--- src/fdtr_pkg.sv ---
// shared types and constants of the fan duty thermal ramp unit
package fdtr_pkg;

   localparam int TEMP_W  = 19;                 // signed millidegree fields
   localparam int CDUTY_W = 12;                 // duty configuration registers
   localparam int NUM_W   = TEMP_W + CDUTY_W;   // magnitude of the curve product
   localparam int ALU_W   = NUM_W + 2;          // shared adder width, signed
   localparam int REM_W   = TEMP_W + 1;         // divider partial remainder
   localparam int STEP_W  = $clog2(CDUTY_W);
   localparam logic [STEP_W-1:0] LAST_STEP = STEP_W'(CDUTY_W - 1);

   localparam int CSR_IDX_W = 3;
   localparam int CSR_DAT_W = TEMP_W;

   localparam logic [CSR_IDX_W-1:0] CSR_STOP_TEMP  = 3'd0;
   localparam logic [CSR_IDX_W-1:0] CSR_START_TEMP = 3'd1;
   localparam logic [CSR_IDX_W-1:0] CSR_FULL_TEMP  = 3'd2;
   localparam logic [CSR_IDX_W-1:0] CSR_BASE_DUTY  = 3'd3;
   localparam logic [CSR_IDX_W-1:0] CSR_FULL_DUTY  = 3'd4;

   localparam logic signed [TEMP_W-1:0] RST_STOP_TEMP  = 19'sd35000;
   localparam logic signed [TEMP_W-1:0] RST_START_TEMP = 19'sd40000;
   localparam logic signed [TEMP_W-1:0] RST_FULL_TEMP  = 19'sd65000;
   localparam logic [CDUTY_W-1:0]       RST_BASE_DUTY  = 12'd400;
   localparam logic [CDUTY_W-1:0]       RST_FULL_DUTY  = 12'd950;
   localparam int                       RST_DUTY       = 950;

   localparam logic FUNC_SAMPLE = 1'b0;
   localparam logic FUNC_TICK   = 1'b1;

   typedef struct packed {
      logic signed [TEMP_W-1:0] stop_temp;
      logic signed [TEMP_W-1:0] start_temp;
      logic signed [TEMP_W-1:0] full_temp;
      logic [CDUTY_W-1:0]       base_duty;
      logic [CDUTY_W-1:0]       full_duty;
   } cfg_type;

   typedef struct packed {
      logic [ALU_W-1:0] a;
      logic [ALU_W-1:0] b;
      logic             inv_b;
      logic             cin;
   } alu_op_type;

   typedef struct packed {
      logic [ALU_W-1:0] sum;
      logic             neg;
      logic             zero;
   } alu_res_type;

   typedef struct packed {
      logic idle;
      logic done;
      logic running;
   } seq_status_type;

endpackage

--- src/fdtr_if.sv ---
// request and response channel interfaces
interface fdtr_req_if;
   logic                                      valid;
   logic                                      ready;
   logic                                      func;
   logic signed [fdtr_pkg::TEMP_W-1:0]        temp_milli;

   modport source (output valid, output func, output temp_milli, input ready);
   modport sink   (input valid, input func, input temp_milli, output ready);
endinterface

interface fdtr_rsp_if #(parameter int DUTY_BITS = 12);
   logic                 valid;
   logic                 ready;
   logic [DUTY_BITS-1:0] duty;
   logic [DUTY_BITS-1:0] target_duty;
   logic                 running;
   logic                 at_target;

   modport source (output valid, output duty, output target_duty, output running,
                   output at_target, input ready);
   modport sink   (input valid, input duty, input target_duty, input running,
                   input at_target, output ready);
endinterface

--- src/fan_duty_thermal_ramp_unit.sv ---
// top level of the fan duty thermal ramp unit
// ramp tick transaction: compares duty with target, then steps it by one when they differ
// temperature sample: the curve path runs two compares, span setup, a 12-step shift-add
// multiply and a 12-step restoring divide on one adder
// one transaction in flight: the next request waits until the response slot frees up
// synchronous active-high reset restores the config, sets running and both duties to 950
module fan_duty_thermal_ramp_unit #(
   parameter int DUTY_BITS = 12
) (
   input  logic                             clock,
   input  logic                             reset,
   fdtr_req_if.sink                         req_ch,
   fdtr_rsp_if.source                       rsp_ch,
   input  logic                             csr_we,
   input  logic [fdtr_pkg::CSR_IDX_W-1:0]   csr_index,
   input  logic [fdtr_pkg::CSR_DAT_W-1:0]   csr_wdata
);

   fdtr_pkg::cfg_type        cfg;
   fdtr_pkg::alu_op_type     alu_op;
   fdtr_pkg::alu_res_type    alu_res;
   fdtr_pkg::seq_status_type status;
   logic [DUTY_BITS-1:0]     seq_duty;
   logic [DUTY_BITS-1:0]     seq_goal;
   logic                     req_fire;
   logic                     rsp_free;

   // response holding register
   logic                     rsp_valid_ff, rsp_valid_in;
   logic [DUTY_BITS-1:0]     duty_ff, duty_in;
   logic [DUTY_BITS-1:0]     target_ff, target_in;
   logic                     running_ff, running_in;
   logic                     at_target_ff, at_target_in;

   // request taken only while the sequencer sits idle
   assign req_ch.ready = status.idle;
   assign req_fire     = req_ch.valid && status.idle;

   // response slot is free when empty or being drained this cycle
   assign rsp_free = !rsp_valid_ff || rsp_ch.ready;

   fdtr_csr u_csr (
      .clock     (clock),
      .reset     (reset),
      .csr_we    (csr_we),
      .csr_index (csr_index),
      .csr_wdata (csr_wdata),
      .cfg       (cfg)
   );

   fdtr_alu u_alu (
      .op  (alu_op),
      .res (alu_res)
   );

   fdtr_seq #(.DUTY_BITS(DUTY_BITS)) u_seq (
      .clock    (clock),
      .reset    (reset),
      .cfg      (cfg),
      .req_fire (req_fire),
      .req_func (req_ch.func),
      .req_temp (req_ch.temp_milli),
      .rsp_free (rsp_free),
      .alu_op   (alu_op),
      .alu_res  (alu_res),
      .status   (status),
      .duty     (seq_duty),
      .goal     (seq_goal)
   );

   always_comb begin
      rsp_valid_in = rsp_valid_ff;
      duty_in      = duty_ff;
      target_in    = target_ff;
      running_in   = running_ff;
      at_target_in = at_target_ff;
      if (rsp_valid_ff && rsp_ch.ready) rsp_valid_in = 1'b0;
      // load the finished transaction's state snapshot
      if (status.done) begin
         rsp_valid_in = 1'b1;
         duty_in      = seq_duty;
         target_in    = seq_goal;
         running_in   = status.running;
         at_target_in = (seq_duty == seq_goal);
      end
   end

   always_ff @(posedge clock) begin
      if (reset) begin
         rsp_valid_ff <= 1'b0;
      end else begin
         rsp_valid_ff <= rsp_valid_in;
      end
   end

   always_ff @(posedge clock) begin
      duty_ff      <= duty_in;
      target_ff    <= target_in;
      running_ff   <= running_in;
      at_target_ff <= at_target_in;
   end

   assign rsp_ch.valid       = rsp_valid_ff;
   assign rsp_ch.duty        = duty_ff;
   assign rsp_ch.target_duty = target_ff;
   assign rsp_ch.running     = running_ff;
   assign rsp_ch.at_target   = at_target_ff;

endmodule

--- src/fdtr_csr.sv ---
// configuration register file
module fdtr_csr (
   input  logic                              clock,
   input  logic                              reset,
   input  logic                              csr_we,
   input  logic [fdtr_pkg::CSR_IDX_W-1:0]    csr_index,
   input  logic [fdtr_pkg::CSR_DAT_W-1:0]    csr_wdata,
   output fdtr_pkg::cfg_type                 cfg
);

   fdtr_pkg::cfg_type cfg_ff, cfg_in;

   always_comb begin
      cfg_in = cfg_ff;
      if (csr_we) begin
         case (csr_index)
            fdtr_pkg::CSR_STOP_TEMP:  cfg_in.stop_temp  = csr_wdata;
            fdtr_pkg::CSR_START_TEMP: cfg_in.start_temp = csr_wdata;
            fdtr_pkg::CSR_FULL_TEMP:  cfg_in.full_temp  = csr_wdata;
            fdtr_pkg::CSR_BASE_DUTY:  cfg_in.base_duty  = csr_wdata[fdtr_pkg::CDUTY_W-1:0];
            fdtr_pkg::CSR_FULL_DUTY:  cfg_in.full_duty  = csr_wdata[fdtr_pkg::CDUTY_W-1:0];
            default: ;
         endcase
      end
   end

   always_ff @(posedge clock) begin
      if (reset) begin
         cfg_ff.stop_temp  <= fdtr_pkg::RST_STOP_TEMP;
         cfg_ff.start_temp <= fdtr_pkg::RST_START_TEMP;
         cfg_ff.full_temp  <= fdtr_pkg::RST_FULL_TEMP;
         cfg_ff.base_duty  <= fdtr_pkg::RST_BASE_DUTY;
         cfg_ff.full_duty  <= fdtr_pkg::RST_FULL_DUTY;
      end else begin
         cfg_ff <= cfg_in;
      end
   end

   assign cfg = cfg_ff;

endmodule

--- src/fdtr_alu.sv ---
// shared adder/subtractor with sign and zero flags
module fdtr_alu (
   input  fdtr_pkg::alu_op_type  op,
   output fdtr_pkg::alu_res_type res
);

   logic [fdtr_pkg::ALU_W-1:0] b_eff;
   logic [fdtr_pkg::ALU_W-1:0] sum;

   assign b_eff = op.inv_b ? ~op.b : op.b;
   assign sum   = op.a + b_eff + fdtr_pkg::ALU_W'(op.cin);

   assign res.sum  = sum;
   assign res.neg  = sum[fdtr_pkg::ALU_W-1];
   assign res.zero = (sum == '0);

endmodule

--- src/fdtr_seq.sv ---
// sequencer: runs compare, multiply and divide steps through the shared adder
module fdtr_seq #(
   parameter int DUTY_BITS = 12
) (
   input  logic                             clock,
   input  logic                             reset,
   input  fdtr_pkg::cfg_type                cfg,
   input  logic                             req_fire,
   input  logic                             req_func,
   input  logic signed [fdtr_pkg::TEMP_W-1:0] req_temp,
   input  logic                             rsp_free,
   output fdtr_pkg::alu_op_type             alu_op,
   input  fdtr_pkg::alu_res_type            alu_res,
   output fdtr_pkg::seq_status_type         status,
   output logic [DUTY_BITS-1:0]             duty,
   output logic [DUTY_BITS-1:0]             goal
);

   localparam int AW = fdtr_pkg::ALU_W;
   localparam int CW = fdtr_pkg::CDUTY_W;
   localparam int TW = fdtr_pkg::TEMP_W;
   localparam int RW = fdtr_pkg::REM_W;
   localparam int NW = fdtr_pkg::NUM_W;

   typedef enum logic [13:0] {
      ST_IDLE      = 14'b00000000000001,
      ST_TICK_CMP  = 14'b00000000000010,
      ST_TICK_STEP = 14'b00000000000100,
      ST_ARM       = 14'b00000000001000,
      ST_CMP_STOP  = 14'b00000000010000,
      ST_CMP_FULL  = 14'b00000000100000,
      ST_DEN       = 14'b00000001000000,
      ST_DD        = 14'b00000010000000,
      ST_NEG       = 14'b00000100000000,
      ST_MUL       = 14'b00001000000000,
      ST_DIV       = 14'b00010000000000,
      ST_FIX       = 14'b00100000000000,
      ST_ADD       = 14'b01000000000000,
      ST_OUT       = 14'b10000000000000
   } state_type;

   state_type                    state_ff, state_in;
   logic                         run_ff, run_in;
   logic [DUTY_BITS-1:0]         out_ff, out_in;
   logic [DUTY_BITS-1:0]         goal_ff, goal_in;
   logic [fdtr_pkg::STEP_W-1:0]  cnt_ff, cnt_in;
   logic signed [TW-1:0]         temp_ff, temp_in;
   logic [TW-1:0]                d1_ff, d1_in;
   logic [TW-1:0]                den_ff, den_in;
   logic [CW-1:0]                mag_ff, mag_in;
   logic                         neg_ff, neg_in;
   logic                         lt_ff, lt_in;
   logic [AW-1:0]                wk_ff, wk_in;
   logic [RW-1:0]                rem_ff, rem_in;
   logic [CW-1:0]                quo_ff, quo_in;
   logic [RW-1:0]                rem_shift;

   assign rem_shift = {rem_ff[RW-2:0], quo_ff[CW-1]};

   always_comb begin
      state_in = state_ff;
      run_in   = run_ff;
      out_in   = out_ff;
      goal_in  = goal_ff;
      cnt_in   = cnt_ff;
      temp_in  = temp_ff;
      d1_in    = d1_ff;
      den_in   = den_ff;
      mag_in   = mag_ff;
      neg_in   = neg_ff;
      lt_in    = lt_ff;
      wk_in    = wk_ff;
      rem_in   = rem_ff;
      quo_in   = quo_ff;
      alu_op   = '0;

      case (state_ff)
         ST_IDLE: begin
            if (req_fire) begin
               temp_in = req_temp;
               if (req_func == fdtr_pkg::FUNC_TICK) state_in = ST_TICK_CMP;
               else if (run_ff)                     state_in = ST_CMP_STOP;
               else                                 state_in = ST_ARM;
            end
         end
         ST_TICK_CMP: begin
            // out - goal, both unsigned
            alu_op = '{a: AW'(out_ff), b: AW'(goal_ff), inv_b: 1'b1, cin: 1'b1};
            lt_in  = alu_res.neg;
            state_in = alu_res.zero ? ST_OUT : ST_TICK_STEP;
         end
         ST_TICK_STEP: begin
            // plus one toward a higher goal, else minus one
            alu_op = '{a: AW'(out_ff), b: AW'(1), inv_b: !lt_ff, cin: !lt_ff};
            out_in = alu_res.sum[DUTY_BITS-1:0];
            state_in = ST_OUT;
         end
         ST_ARM: begin
            alu_op = '{a: AW'(temp_ff), b: AW'(cfg.start_temp), inv_b: 1'b1, cin: 1'b1};
            if (!alu_res.neg) run_in = 1'b1;
            state_in = ST_OUT;
         end
         ST_CMP_STOP: begin
            alu_op = '{a: AW'(temp_ff), b: AW'(cfg.stop_temp), inv_b: 1'b1, cin: 1'b1};
            d1_in  = alu_res.sum[TW-1:0];
            if (alu_res.neg || alu_res.zero) begin
               goal_in  = '0;
               run_in   = 1'b0;
               state_in = ST_OUT;
            end else begin
               state_in = ST_CMP_FULL;
            end
         end
         ST_CMP_FULL: begin
            alu_op = '{a: AW'(temp_ff), b: AW'(cfg.full_temp), inv_b: 1'b1, cin: 1'b1};
            if (!alu_res.neg) begin
               goal_in  = DUTY_BITS'(cfg.full_duty);
               run_in   = (DUTY_BITS'(cfg.full_duty) != '0);
               state_in = ST_OUT;
            end else begin
               state_in = ST_DEN;
            end
         end
         ST_DEN: begin
            // stop < t < full here, so the span is positive
            alu_op = '{a: AW'(cfg.full_temp), b: AW'(cfg.stop_temp), inv_b: 1'b1, cin: 1'b1};
            den_in = alu_res.sum[TW-1:0];
            state_in = ST_DD;
         end
         ST_DD: begin
            alu_op = '{a: AW'(cfg.full_duty), b: AW'(cfg.base_duty), inv_b: 1'b1, cin: 1'b1};
            neg_in = alu_res.neg;
            mag_in = alu_res.sum[CW-1:0];
            wk_in  = '0;
            cnt_in = '0;
            state_in = alu_res.neg ? ST_NEG : ST_MUL;
         end
         ST_NEG: begin
            // falling curve: magnitude is base - full
            alu_op = '{a: AW'(cfg.base_duty), b: AW'(cfg.full_duty), inv_b: 1'b1, cin: 1'b1};
            mag_in = alu_res.sum[CW-1:0];
            state_in = ST_MUL;
         end
         ST_MUL: begin
            // shift-add, multiplier msb first
            alu_op = '{a: {wk_ff[AW-2:0], 1'b0},
                       b: mag_ff[CW-1] ? AW'(d1_ff) : '0,
                       inv_b: 1'b0, cin: 1'b0};
            wk_in  = alu_res.sum;
            mag_in = {mag_ff[CW-2:0], 1'b0};
            cnt_in = cnt_ff + 1'b1;
            if (cnt_ff == fdtr_pkg::LAST_STEP) begin
               rem_in   = RW'(alu_res.sum[NW-1:CW]);
               quo_in   = alu_res.sum[CW-1:0];
               cnt_in   = '0;
               state_in = ST_DIV;
            end
         end
         ST_DIV: begin
            // restoring division, one quotient bit per step
            alu_op = '{a: AW'(rem_shift), b: AW'(den_ff), inv_b: 1'b1, cin: 1'b1};
            rem_in = alu_res.neg ? rem_shift : alu_res.sum[RW-1:0];
            quo_in = {quo_ff[CW-2:0], !alu_res.neg};
            cnt_in = cnt_ff + 1'b1;
            if (cnt_ff == fdtr_pkg::LAST_STEP) state_in = ST_FIX;
         end
         ST_FIX: begin
            // negative product: floor gives -q-1 with remainder, -q without
            alu_op = '{a: '0, b: AW'(quo_ff), inv_b: neg_ff,
                       cin: neg_ff && (rem_ff == '0)};
            wk_in  = alu_res.sum;
            state_in = ST_ADD;
         end
         ST_ADD: begin
            alu_op = '{a: wk_ff, b: AW'(cfg.base_duty), inv_b: 1'b0, cin: 1'b0};
            goal_in  = alu_res.neg ? '0 : alu_res.sum[DUTY_BITS-1:0];
            run_in   = !alu_res.neg && (alu_res.sum[DUTY_BITS-1:0] != '0);
            state_in = ST_OUT;
         end
         ST_OUT: begin
            if (rsp_free) state_in = ST_IDLE;
         end
         default: state_in = ST_IDLE;
      endcase
   end

   always_ff @(posedge clock) begin
      if (reset) begin
         state_ff <= ST_IDLE;
         run_ff   <= 1'b1;
         out_ff   <= DUTY_BITS'(fdtr_pkg::RST_DUTY);
         goal_ff  <= DUTY_BITS'(fdtr_pkg::RST_DUTY);
         cnt_ff   <= '0;
      end else begin
         state_ff <= state_in;
         run_ff   <= run_in;
         out_ff   <= out_in;
         goal_ff  <= goal_in;
         cnt_ff   <= cnt_in;
      end
   end

   always_ff @(posedge clock) begin
      temp_ff <= temp_in;
      d1_ff   <= d1_in;
      den_ff  <= den_in;
      mag_ff  <= mag_in;
      neg_ff  <= neg_in;
      lt_ff   <= lt_in;
      wk_ff   <= wk_in;
      rem_ff  <= rem_in;
      quo_ff  <= quo_in;
   end

   assign status.idle    = (state_ff == ST_IDLE);
   assign status.done    = (state_ff == ST_OUT) && rsp_free;
   assign status.running = run_ff;
   assign duty           = out_ff;
   assign goal           = goal_ff;

endmodule

--- src/flat_wrapper.sv ---
// flat-port wrapper written by rule: the top's interface ports become plain ports
module fan_duty_thermal_ramp_unit_flat 
#(
   parameter int DUTY_BITS = 12
)
  (clock, reset, csr_we, csr_index, csr_wdata, req_ch_valid, req_ch_func, req_ch_temp_milli, req_ch_ready, rsp_ch_valid, rsp_ch_duty, rsp_ch_target_duty, rsp_ch_running, rsp_ch_at_target, rsp_ch_ready);
  fdtr_req_if req_ch_i ();
  fdtr_rsp_if #(.DUTY_BITS(DUTY_BITS)) rsp_ch_i ();
  input  logic clock;
  input  logic reset;
  input  logic csr_we;
  input  logic [fdtr_pkg::CSR_IDX_W-1:0] csr_index;
  input  logic [fdtr_pkg::CSR_DAT_W-1:0] csr_wdata;
  input wire logic [$bits(req_ch_i.valid)-1:0] req_ch_valid;
  input wire logic [$bits(req_ch_i.func)-1:0] req_ch_func;
  input wire logic [$bits(req_ch_i.temp_milli)-1:0] req_ch_temp_milli;
  output wire logic [$bits(req_ch_i.ready)-1:0] req_ch_ready;
  output wire logic [$bits(rsp_ch_i.valid)-1:0] rsp_ch_valid;
  output wire logic [$bits(rsp_ch_i.duty)-1:0] rsp_ch_duty;
  output wire logic [$bits(rsp_ch_i.target_duty)-1:0] rsp_ch_target_duty;
  output wire logic [$bits(rsp_ch_i.running)-1:0] rsp_ch_running;
  output wire logic [$bits(rsp_ch_i.at_target)-1:0] rsp_ch_at_target;
  input wire logic [$bits(rsp_ch_i.ready)-1:0] rsp_ch_ready;
  assign req_ch_i.valid = req_ch_valid;
  assign req_ch_i.func = req_ch_func;
  assign req_ch_i.temp_milli = req_ch_temp_milli;
  assign req_ch_ready = req_ch_i.ready;
  assign rsp_ch_valid = rsp_ch_i.valid;
  assign rsp_ch_duty = rsp_ch_i.duty;
  assign rsp_ch_target_duty = rsp_ch_i.target_duty;
  assign rsp_ch_running = rsp_ch_i.running;
  assign rsp_ch_at_target = rsp_ch_i.at_target;
  assign rsp_ch_i.ready = rsp_ch_ready;
  fan_duty_thermal_ramp_unit #(.DUTY_BITS(DUTY_BITS)) u_core (.clock(clock), .reset(reset), .req_ch(req_ch_i), .rsp_ch(rsp_ch_i), .csr_we(csr_we), .csr_index(csr_index), .csr_wdata(csr_wdata));
endmodule
--- config.mk ---
export PLATFORM = sky130hd
export DESIGN_NAME = fan_duty_thermal_ramp_unit_flat
export DESIGN_NICKNAME = d
export VERILOG_FILES = /design/src/fdtr_pkg.sv /design/src/fdtr_if.sv /design/src/fan_duty_thermal_ramp_unit.sv /design/src/fdtr_csr.sv /design/src/fdtr_alu.sv /design/src/fdtr_seq.sv /design/src/flat_wrapper.sv
export SDC_FILE = /design/constraint.sdc
export NUM_CORES = 1
export LEC_CHECK = 0
export BUFFER_PORTS_ARGS = -buffer_cell sky130_fd_sc_hd__buf_4
export CAP_MARGIN = 15
export CORE_MARGIN = 3
export CORE_UTILIZATION = 65
export CTS_CLUSTER_DIAMETER = 200
export DETAILED_ROUTE_END_ITERATION = 16
export PLACE_DENSITY = 0.84
export SYNTH_ARGS = -nofsm -noshare
export SYNTH_HDL_FRONTEND = slang
export SYNTH_SLANG_ARGS = --single-unit
--- constraint.sdc ---
create_clock -name clock -period 11.34 [get_ports clock]
set_input_delay 1.134 -clock clock [delete_from_list [all_inputs] [get_ports clock]]
set_output_delay 1.134 -clock clock [all_outputs]
set_load 0.03 [all_outputs]
# --- Yosys cells after proc, flatten, opt, wreduce, memory -nomap -nowiden ---
# Cells that the tools add are included.
classes:
  add_sub_neg: 3
  n_mul: 0
  div_mod_pow: 0
  magnitude_cmp: 0
  eq_ne: 27
  n_shift: 0
  n_mux: 33
  bitwise: 1
  n_reduce_logical: 35
op_table:
  columns: ["op", "n"]
  rows:
  - ["$pmux W68 S12", 1]
  - ["$pmux W14 S12", 1]
  - ["$mux W14", 7]
  - ["$pmux W33 S2", 1]
  - ["$mux W12", 4]
  - ["$pmux W12 S2", 2]
  - ["$mux W20", 2]
  - ["$pmux W20 S2", 1]
  - ["$pmux W12 S3", 1]
  - ["$add A33 B1 Y33", 1]
  - ["$add A33 B33 Y33", 1]
  - ["$logic_not A33 Y1", 1]
  - ["$mux W33", 1]
  - ["$not A33 Y33", 1]
  - ["$reduce_bool A12 Y1", 2]
  - ["$logic_not A20 Y1", 1]
  - ["$mux W19", 1]
  - ["$eq A14 B1 Y1 const B", 1]
  - ["$eq A14 B10 Y1 const B", 1]
  - ["$eq A14 B11 Y1 const B", 1]
  - ["$eq A14 B12 Y1 const B", 1]
  - ["$eq A14 B13 Y1 const B", 1]
  - ["$eq A14 B14 Y1 const B", 1]
  - ["$eq A14 B2 Y1 const B", 1]
  - ["other kinds (33)", 63]
totals:
  reg_bits: 287
  latch_bits: 0
  mem_bits_rw: 0
  rom_bits: 0
  inputBits: 47
  output_inout_bits: 28
  wordCells: 123
  mem_count: 0

# --- Longest topological paths before layout ---
# Gate-level depths: netlist (run 1).
logic_depth:
  word_depth: 11
  mapped_depth: 27
  ltp_nobuf: 22

# --- Modules after synthesis ---
# Synthesis (run 1) repeated with hierarchy kept, for this count alone.
unflattened:
  cells_unflattened: 1531
  hier_area_um2: 15737.6
modules_own_cells:
  columns: ["module", "n_inst", "cells_each", "area_each_um2", "seq_area_each_um2"]
  rows:
  - ["fdtr_seq", 1, 884, 9364.0, 4944.7]
  - ["fdtr_csr", 1, 309, 3254.4, 1621.6]
  - ["fdtr_alu", 1, 291, 2163.3, 0.0]
  - ["fan_duty_thermal_ramp_unit", 1, 47, 955.9, 800.8]

# --- Least setup slack after synthesis (run 1) ---
# Ideal clock, no wire load.
synth_timing:
  path_type: "register to register"
  from: "reg u_core.u_seq.state_ff[4]"
  to: "reg u_core.u_seq.state_ff[13]"
  setup_ps: 70
  t_arrival_ps: 5873
  required_ps: 11270
  path_slack_ps: 5396
  stages_incl_launch_ff: 25
  n_path_buf: 4
  period_less_slack_ps: 5944
  cell_sequence: "dfxtp_1 buf_2 or4_4 nor2_1 and4b_1 clkbuf_1 and2_1 clkbuf_1 clkbuf_1 a222oi_1 nand4_1 xor2_1 fa_1 fa_1 a21o_1 a311o_1 a41o_1 a21o_1 xnor2_1 o211ai_1 nor4bb_1 and4b_1 a211oi_1 or3_1 a21oi_1"
synth_between:
  elab_chain_len: 10
  elab_cells_between_ends: 32
  cone_classes: "add/sub: 2; eq/ne: 18; mux: 6; bitwise: 1; reduce/logical: 5"
synth_lines:
  columns: ["element", "line_no", "source"]
  rows:
  - ["start: declaration", "fdtr_seq.sv:42", "state_type state_ff, state_in;"]
  - ["start signal: assignment", "fdtr_seq.sv:195", "state_ff <= state_in;"]
  - ["$eq A14 B13 Y1, or another cell as far along", "fdtr_seq.sv:77", "case (state_ff)"]
  - ["$pmux W68 S12", "fdtr_seq.sv:77", null]
  - ["$not A33 Y33", "fdtr_alu.sv:10", "assign b_eff = op.inv_b ? ~op.b : op.b;"]
  - ["$mux W33", "fdtr_alu.sv:10", null]
  - ["$add A33 B33 Y33", "fdtr_alu.sv:11", "assign sum = op.a + b_eff + fdtr_pkg::ALU_W'(op.cin);"]
  - ["$add A33 B1 Y33", "fdtr_alu.sv:11", null]
  - ["$logic_not A33 Y1", "fdtr_alu.sv:15", "assign res.zero = (sum == '0);"]
  - ["$logic_or A1 B1 Y1", "fdtr_seq.sv:106", "if (alu_res.neg || alu_res.zero) begin"]
  - ["$mux W14", "fdtr_seq.sv:106", null]
  - ["$pmux W14 S12", "fdtr_seq.sv:77", null]
# Several ways; a longest one is shown, not always the timed one.
# A chain may end at the register's enable or synchronous reset.

# --- Final worst setup path (run 1) ---
layout_timing:
  from: "reg u_core.u_seq.state_ff[5]"
  to: "reg u_core.u_seq.goal_ff[0] (netlist: u_core.u_seq.goal[0])"
layout_between:
  elab_chain_len: 10
  elab_cells_between_ends: 25
  cone_classes: "add/sub: 2; eq/ne: 14; mux: 4; bitwise: 1; reduce/logical: 4"
layout_lines:
  columns: ["element", "line_no", "source"]
  rows:
  - ["$eq A14 B13 Y1, or another cell as far along", "fdtr_seq.sv:77", null]
  - ["$pmux W68 S12", "fdtr_seq.sv:77", null]
  - ["$not A33 Y33", "fdtr_alu.sv:10", null]
  - ["$mux W33", "fdtr_alu.sv:10", null]
  - ["$add A33 B33 Y33", "fdtr_alu.sv:11", null]
  - ["$add A33 B1 Y33", "fdtr_alu.sv:11", null]
  - ["$logic_not A33 Y1", "fdtr_alu.sv:15", null]
  - ["$logic_or A1 B1 Y1", "fdtr_seq.sv:106", null]
  - ["$ne A2 B2 Y1 (no source line)", null, null]
  - ["$reduce_and A3 Y1 (no source line)", null, null]
  - ["end signal: assignment", "fdtr_seq.sv:192", "goal_ff <= DUTY_BITS'(fdtr_pkg::RST_DUTY);"]
  - ["end signal: assignment", "fdtr_seq.sv:198", "goal_ff <= goal_in;"]
  - ["end: declaration", "fdtr_seq.sv:45", "logic [DUTY_BITS-1:0] goal_ff, goal_in;"]
# Several ways; a longest one is shown, not always the timed one.

==> summary.md, run 1 <==
| Metric | Value |
|---|---|
| Layout Nets | `1680` |
| CTS tree | `done` |
| Die Height | `158 um` |
| P_int | `1740 uW` |
| TritonCTS Buffers | `29` |
| Crit. End Element | `flop` |
| R2R depth | `21` |
| Max-Cap Viols | `0` |
| Final period utilization | `0.675` |
| Vias | `13.9k` |
| Leading cell type in the layout, fill and taps excluded | `nand2_1` |
| DRT Pass-1 Iters | `10` |
| Die ar. | `0.0249 mm^2` |
| Part of the power in registers | `0.496` |
| Placed cell count | `1846` |
| Worst hold endpoint | `u_core.u_csr.cfg[76]` |
| Post-route ant nets | `0` |
| Leakage | `0.00637 uW` |
| Wire length per cell | `27.1 um` |
| DRC | `0` |
| Cell Count, Final, Fillers Out | `1902` |
| Switching power | `538 uW` |
| CTS max path bufs | `3` |
| Setup repair bufs after CTS | `0` |
| Worst-path clk slew | `0.06 ns` |
| Via/cell ratio | `7.29` |
| Hold depth | `2` |
| Synthesized flop and latch total | `287` |
| Cell Area, Synth | `0.0150 mm^2` |
| GRT Total Usage | `0.406` |
| Worst-skew pair later-pin latency | `0.57 ns` |
| First-pass GRT wire length | `76.5 mm` |
| 1st-iter DRT viols | `2287` |
| Final WL | `51.5 mm` |
| Worst Tran Pin Value | `1.00 ns` |
| Syn Nets | `1656` |
| # diodes | `0` |
| Distinct cells, synth | `92` |
| IO buf count | `74` |
| R2R Path Start | `u_core.u_seq.state_ff[5]` |
| Clock Tree Root | `clkbuf_16` |
| Critical Path RT | `11.80 ns` |
| Dominant synthesized flop cell | `edfxtp_1` |
| H-tree depth | `1` |
| Hold-fix buffers, CTS | `0` |
| Area added between synthesis and finish | `11.4%` |
| Setup TNS Final | `0 ns` |
| Max-slew headroom | `0.326` |
| Placer congestion estimate | `1.05` |
| Share of synthesized registers carrying an async set or reset | `0` |
| VDD IR max | `0.137 mV` |
| Fin. Hold Viols | `0` |
| Seq/Total Area, Yosys | `0.491` |
| Initial Util | `0.675` |
| Total grt overflow | `0` |
| Synthesized area per cell | `9.52 um^2` |
| Cts repair resizes | `0` |
| Clk sinks | `287` |
| Setup Skew | `0.0203 ns` |
| Post-Place Setup Slack | `3.91 ns` |
| Worst r2r dst | `u_core.u_seq.goal[0]` |
| CP max FO | `53` |
| Share of layout cells above drive strength 1 | `0.120` |
| Sw frac | `0.236` |
| Fillers | `1541` |
| Most frequent cells in the layout | `nand2_1, edfxtp_1, dfxtp_1, a21oi_1, buf_4` |
| Detail Placement HPWL | `36.5 mm` |
| Max Clock Freq | `131 MHz` |
| HP Start | `u_core.u_csr.cfg[76]` |
| EDFF count, synth | `162` |
| Largest net degree at the start of global routing | `75` |
| Total power | `2280 uW` |
| Final Cell Area | `0.0167 mm^2` |
| Placed cell areas | `0.0157 mm^2` |
| Worst Hold Class | `flop to flop` |
| Critical Path Start Type | `flop` |
| Num ports | `75` |
| Initial antenna violation count | `2` |
| Crit path DAT | `8.11 ns` |
| Vias in the first global route | `12.8k` |
| Final Max Tran Viols | `0` |
| Post-Syn Instances | `1575` |
| Min setup slack post-route | `3.69 ns` |
| CP Class | `flop to flop` |
| Power Density | `136 mW/mm^2` |
| Row cnt | `54` |
| Status | `finished, final reports clean` |
| R2r setup slk | `3.69 ns` |
| Final min period | `7.65 ns` |
| RSZ-0062 raised after global routing | `false` |
| Final Setup Violations | `0` |
| DIE WIDTH | `158 um` |
| YS warnings | `0` |
| Core area | `0.0222 mm^2` |
| Clk network pwr share | `0.434` |
| Gate power share | `0.070` |
==> stage by stage <==
step	hold slack (ns)	util
after floorplan	0.432	-
after global placement	0.443	0.705
after detailed placement	0.448	0.705
after CTS	0.456	0.750
after global routing	0.480	0.752
final	0.459	0.752
==> registers in the layout, indices dropped and copies added (netlist names) <==
signal                     cells
u_core.u_csr.cfg              81
u_core.u_seq.wk_ff            33
u_core.u_seq.rem_ff           20
u_core.u_seq.d1_ff            19
u_core.u_seq.den_ff           19
u_core.u_seq.temp_ff          19
u_core.u_seq.state_ff         14
u_core.rsp_ch.duty            12
u_core.rsp_ch.target_duty     12
u_core.u_seq.duty             12
u_core.u_seq.goal             12
u_core.u_seq.mag_ff           12
u_core.u_seq.quo_ff           12
u_core.u_seq.cnt_ff            4
u_core.rsp_ch.at_target        1
u_core.rsp_ch.running          1
u_core.rsp_ch.valid            1
u_core.u_seq.lt_ff             1
u_core.u_seq.neg_ff            1
u_core.u_seq.run_ff            1
==> cell usage after synthesis (all sizes together), types with 4 or more instances <==
cell type / number / area [um^2]
a211oi: 11 / 87.6
or4: 5 / 45.0
and2: 11 / 70.1
nor3: 24 / 125
nor4: 24 / 199
nor2b: 16 / 100
nand4b: 6 / 52.6
nand2: 300 / 1130
xnor2: 33 / 315
xor2: 20 / 175
a41oi: 4 / 42.6
buf: 25 / 138
o211ai: 11 / 82.6
clkbuf: 80 / 302
a311oi: 7 / 61.3
o21ai: 79 / 410
mux2: 4 / 45.0
nor2: 87 / 327
a22o: 6 / 52.6
and4b: 5 / 50.1
a221o: 16 / 160
ha: 32 / 400
a222oi: 37 / 370
nand3: 56 / 280
edfxtp: 162 / 4860
a211o: 5 / 43.8
or3: 7 / 48.8
inv: 29 / 109
a41o: 4 / 40.0
dfxtp: 125 / 2500
a22oi: 57 / 428
a21oi: 120 / 612
o21bai: 4 / 30.0
a21o: 10 / 75.1
a221oi: 9 / 78.8
a31oi: 4 / 25.0
o311ai: 8 / 70.1
or2: 10 / 62.6
nand4: 37 / 231
mux2i: 16 / 160
and3: 17 / 106
a32o: 6 / 60.1
nand2b: 5 / 31.3
==> routing by layer <==
layer | GRT usage | part of all wire | routed length (um)
met5 | 0 | 0.00052 | 27
met4 | 0.210 | 0.066 | 3420
met3 | 0.103 | 0.13 | 6870
met2 | 0.623 | 0.44 | 22600
met1 | 0.534 | 0.36 | 18600
==> critical path, stage by stage, from the launching register on <==
cell and delay (ns):
dfxtp_1 0.41, or4_4 0.56, nor2_1 0.23, and4b_2 0.25, buf_4 0.53, and2_1 0.88, a222oi_1 0.17, nand4_1 0.19
xor2_1 0.10, fa_1 0.45, fa_1 0.48, nand3_1 0.14, a211oi_1 0.16, nor3_1 0.27, xor2_1 0.78, nand2_1 0.17
nor4_1 0.37, nand4_1 0.17, nand4b_1 0.32, o21ai_2 0.45, a21oi_1 0.13, a311oi_1 0.27
==> cell type report <==
class                           instances  area [um^2]  share of cell area
Inverter                               29          109             0.00651
Timing Repair Buffer                   98          763              0.0457
Sequential cell                       287         7370               0.441
Clock inverter                          7         52.6             0.00314
Tap cell                              280          350              0.0210
Multi-Input combinational cell       1154         7130               0.427
Clock buffer                           47          941              0.0563
==> kinds of logic after synthesis <==
logic type      share of synthesized area
simple gates                        0.197
compound gates                      0.200
buf+inv                            0.0365
mux                                0.0137
xor+xnor                           0.0327
flops                               0.491
fa+ha+maj                          0.0294
==> worst max-delay path by stage <==
stage                                         from  cells after the start                   endpoint
after floorplan           u_core.u_seq.state_ff[4]                     24  u_core.u_seq.state_ff[13]
after global placement    u_core.u_seq.state_ff[5]                     21      u_core.u_seq.goal[10]
after detailed placement  u_core.u_seq.state_ff[5]                     22       u_core.u_seq.goal[0]
after CTS                 u_core.u_seq.state_ff[5]                     22      u_core.u_seq.goal[10]
after global routing      u_core.u_seq.state_ff[5]                     22       u_core.u_seq.goal[0]
final                     u_core.u_seq.state_ff[5]                     21       u_core.u_seq.goal[0]
==> power by group through the flow <==
stage	clock, uW	combinational [uW]	sequential, uW
after floorplan	0	95.1	1140
after global placement	0	146	1150
after detailed placement	0	150	1150
after CTS	986	151	1130
after global routing	1030	170	1130
final	988	159	1130
Power figures use the tool's default switching activity.
==> inputs of run 2 (changes only) <==
--- a/config.mk
+++ b/config.mk
@@ -8,10 +8,10 @@
 export BUFFER_PORTS_ARGS = -buffer_cell sky130_fd_sc_hd__buf_4
 export CAP_MARGIN = 15
 export CORE_MARGIN = 3
-export CORE_UTILIZATION = 65
+export CORE_UTILIZATION = 62
 export CTS_CLUSTER_DIAMETER = 200
 export DETAILED_ROUTE_END_ITERATION = 16
-export PLACE_DENSITY = 0.84
+export PLACE_DENSITY = 0.8
 export SYNTH_ARGS = -nofsm -noshare
 export SYNTH_HDL_FRONTEND = slang
 export SYNTH_SLANG_ARGS = --single-unit
==> constraint.sdc (replaced) <==
create_clock -name clock -period 7.7 [get_ports clock]
set_input_delay 0.77 -clock clock [delete_from_list [all_inputs] [get_ports clock]]
set_output_delay 0.77 -clock clock [all_outputs]
set_load 0.03 [all_outputs]
==> run 2 against run 1 <==
  * Die area grew 4.7%
  * Global-route usage shrank 2.4 points
  * Final area grew 0.58%
  * Clock-buffer cell count shrank 2
  * Critical path depth is the same
  * Combinational power grew 44%
  * Sequential power grew 47%
  * Critical endpoint is now u_core.u_seq.goal[3]
  * Largest power group unchanged
==> summary.md, run 2 (synthesis results as in run 1) <==
| Metric | Value |
|---|---|
| Placer congestion estimate | `1.03` |
| DRC | `0` |
| Area added between synthesis and finish | `12.1%` |
| Placed cell areas | `0.0158 mm^2` |
| Worst-path clk slew | `0.06 ns` |
| First-pass GRT wire length | `76.9 mm` |
| Worst Hold Class | `primary input to flop` |
| VDD IR max | `0.181 mV` |
| Crit path DAT | `7.87 ns` |
| Die ar. | `0.0261 mm^2` |
| WHS | `0.389 ns` |
| Initial antenna violation count | `0` |
| DIE WIDTH | `162 um` |
| Fillers | `1815` |
| Met2 WL | `23.1 mm` |
| 1st-iter DRT viols | `2202` |
| Leakage | `0.00641 uW` |
| Leading cell type in the layout, fill and taps excluded | `nand2_1` |
| RSZ-0062 raised after global routing | `false` |
| Final min period | `7.42 ns` |
| Cts repair resizes | `0` |
| CTS max path bufs | `3` |
| Final Max Tran Viols | `0` |
| Hold-fix buffers, CTS | `0` |
| Worst r2r dst | `u_core.u_seq.goal[3]` |
| R2r setup slk | `0.28 ns` |
| Final period utilization | `0.964` |
| Share of layout cells above drive strength 1 | `0.127` |
| R2R depth | `21` |
| H-tree depth | `1` |
| Detail Placement HPWL | `36.9 mm` |
| Fin. Hold Viols | `0` |
| Worst hold endpoint | `u_core.u_seq.temp_ff[5]` |
| Largest net degree at the start of global routing | `75` |
| Worst Tran Pin Value | `1.14 ns` |
| GRT Total Usage | `0.382` |
| Met3 WL | `6.21 mm` |
| Layout Nets | `1693` |
| CTS tree | `done` |
| Setup TNS Final | `0 ns` |
| Die Height | `162 um` |
| Max-Cap Viols | `0` |
| R2R Path Start | `u_core.u_seq.state_ff[5]` |
| Critical Path Start Type | `flop` |
| Num ports | `75` |
| Clock Tree Root | `clkbuf_16` |
| Vias | `13.6k` |
| Status | `finished, final reports clean` |
| Worst-skew pair later-pin latency | `0.56 ns` |
| CP max FO | `14` |
| Metal1 wirelength | `18.8 mm` |
| DRT Pass-1 Iters | `10` |
| Post-route ant nets | `0` |
| Power Density | `197 mW/mm^2` |
| IO buf count | `74` |
| Via/cell ratio | `6.96` |
| Max Clock Freq | `135 MHz` |
| Max reg flops | `81` |
| Critical Path RT | `8.15 ns` |
| HP Start | `req_ch_temp_milli[5]` |
| Highest routed layer | `met4` |
| Final Cell Area | `0.0168 mm^2` |
| Clk sinks | `287` |
| Crit. End Element | `flop` |
| Setup repair bufs after CTS | `0` |
| # diodes | `0` |
| Initial Util | `0.635` |
| Wire length per cell | `26.1 um` |
| Vias in the first global route | `12.6k` |
| Most frequent cells in the layout | `nand2_1, edfxtp_1, dfxtp_1, a21oi_1, buf_4` |
| Row cnt | `56` |
| Total grt overflow | `0` |
| Max-slew headroom | `0.236` |
| TritonCTS Buffers | `30` |
| Core area | `0.0236 mm^2` |
| Hold depth | `1` |
| Setup Skew | `0.0181 ns` |
| CP Class | `flop to flop` |
| Final WL | `50.9 mm` |
| Final Setup Violations | `0` |
-- run 2: final cells by class --
class                   instances  area (um^2)  share of cell area
clock buffers                  45          908              0.0540
clock inverters                11         66.3             0.00395
inverters                      29          109             0.00648
multi-input cells            1154         7130               0.424
flip-flops and latches        287         7370               0.438
well taps                     319          399              0.0237
repair buffers                110          833              0.0496
-- run 2: where the power goes --
part | total, uW | internal (uW) | switching, uW
clock network | 1420 | 815 | 608
registers | 1660 | 1640 | 24.2
logic | 229 | 79.4 | 149
total | 3310 | 2530 | 782
-- run 2: critical path, cell delays in order (launching register included) --
cell,delay [ns]
dfxtp_1,0.42
or4_4,0.57
nor2_1,0.26
and4b_2,0.27
and2_1,0.71
a22oi_1,0.15
nand4_1,0.17
a21oi_1,0.09
xnor2_1,0.16
ha_1,0.47
nand4_1,0.24
nor3_1,0.23
a21boi_0,0.75
a221o_1,0.26
or2_1,0.23
inv_2,0.10
nor4_1,0.37
nor4bb_1,0.68
nand4b_1,0.27
o21ai_2,0.45
a21oi_1,0.17
a311oi_1,0.28
-- run 2: stage by stage --
stage	utilization	setup slack, ns	total power [uW]	std cells
6_report	0.712	0.280	3310	1955
3_3_place_gp	0.670	1.02	1910	1898
5_1_grt	0.712	0.00421	3390	1955
3_5_place_dp	0.670	0.760	1910	1898
4_1_cts	0.711	0.713	3310	1954
2_1_floorplan	-	1.76	1820	1575
-- run 2: routing by layer --
layer / up-vias / track usage
li1: 6009 / -
met1: 6414 / 0.515
met2: 993 / 0.603
met3: 184 / 0.0754
met4: 0 / 0.171
met5: - / 0
-- run 2: worst max path at each step --
| stage | from | to | slack, ns | cells past startpoint |
|---|---|---|---|---|
| floorplan | u_core.u_seq.state_ff[4] | u_core.u_seq.state_ff[13] | 1.76 | 24 |
| global placement | u_core.u_seq.state_ff[13] | u_core.u_seq.goal[3] | 1.02 | 21 |
| detailed placement | u_core.u_seq.state_ff[13] | u_core.u_seq.goal[3] | 0.76 | 20 |
| CTS | u_core.u_seq.state_ff[13] | u_core.u_seq.goal[3] | 0.71 | 20 |
| global route | u_core.u_seq.state_ff[5] | u_core.u_seq.goal[3] | 0.004 | 20 |
| finish | u_core.u_seq.state_ff[5] | u_core.u_seq.goal[3] | 0.28 | 21 |
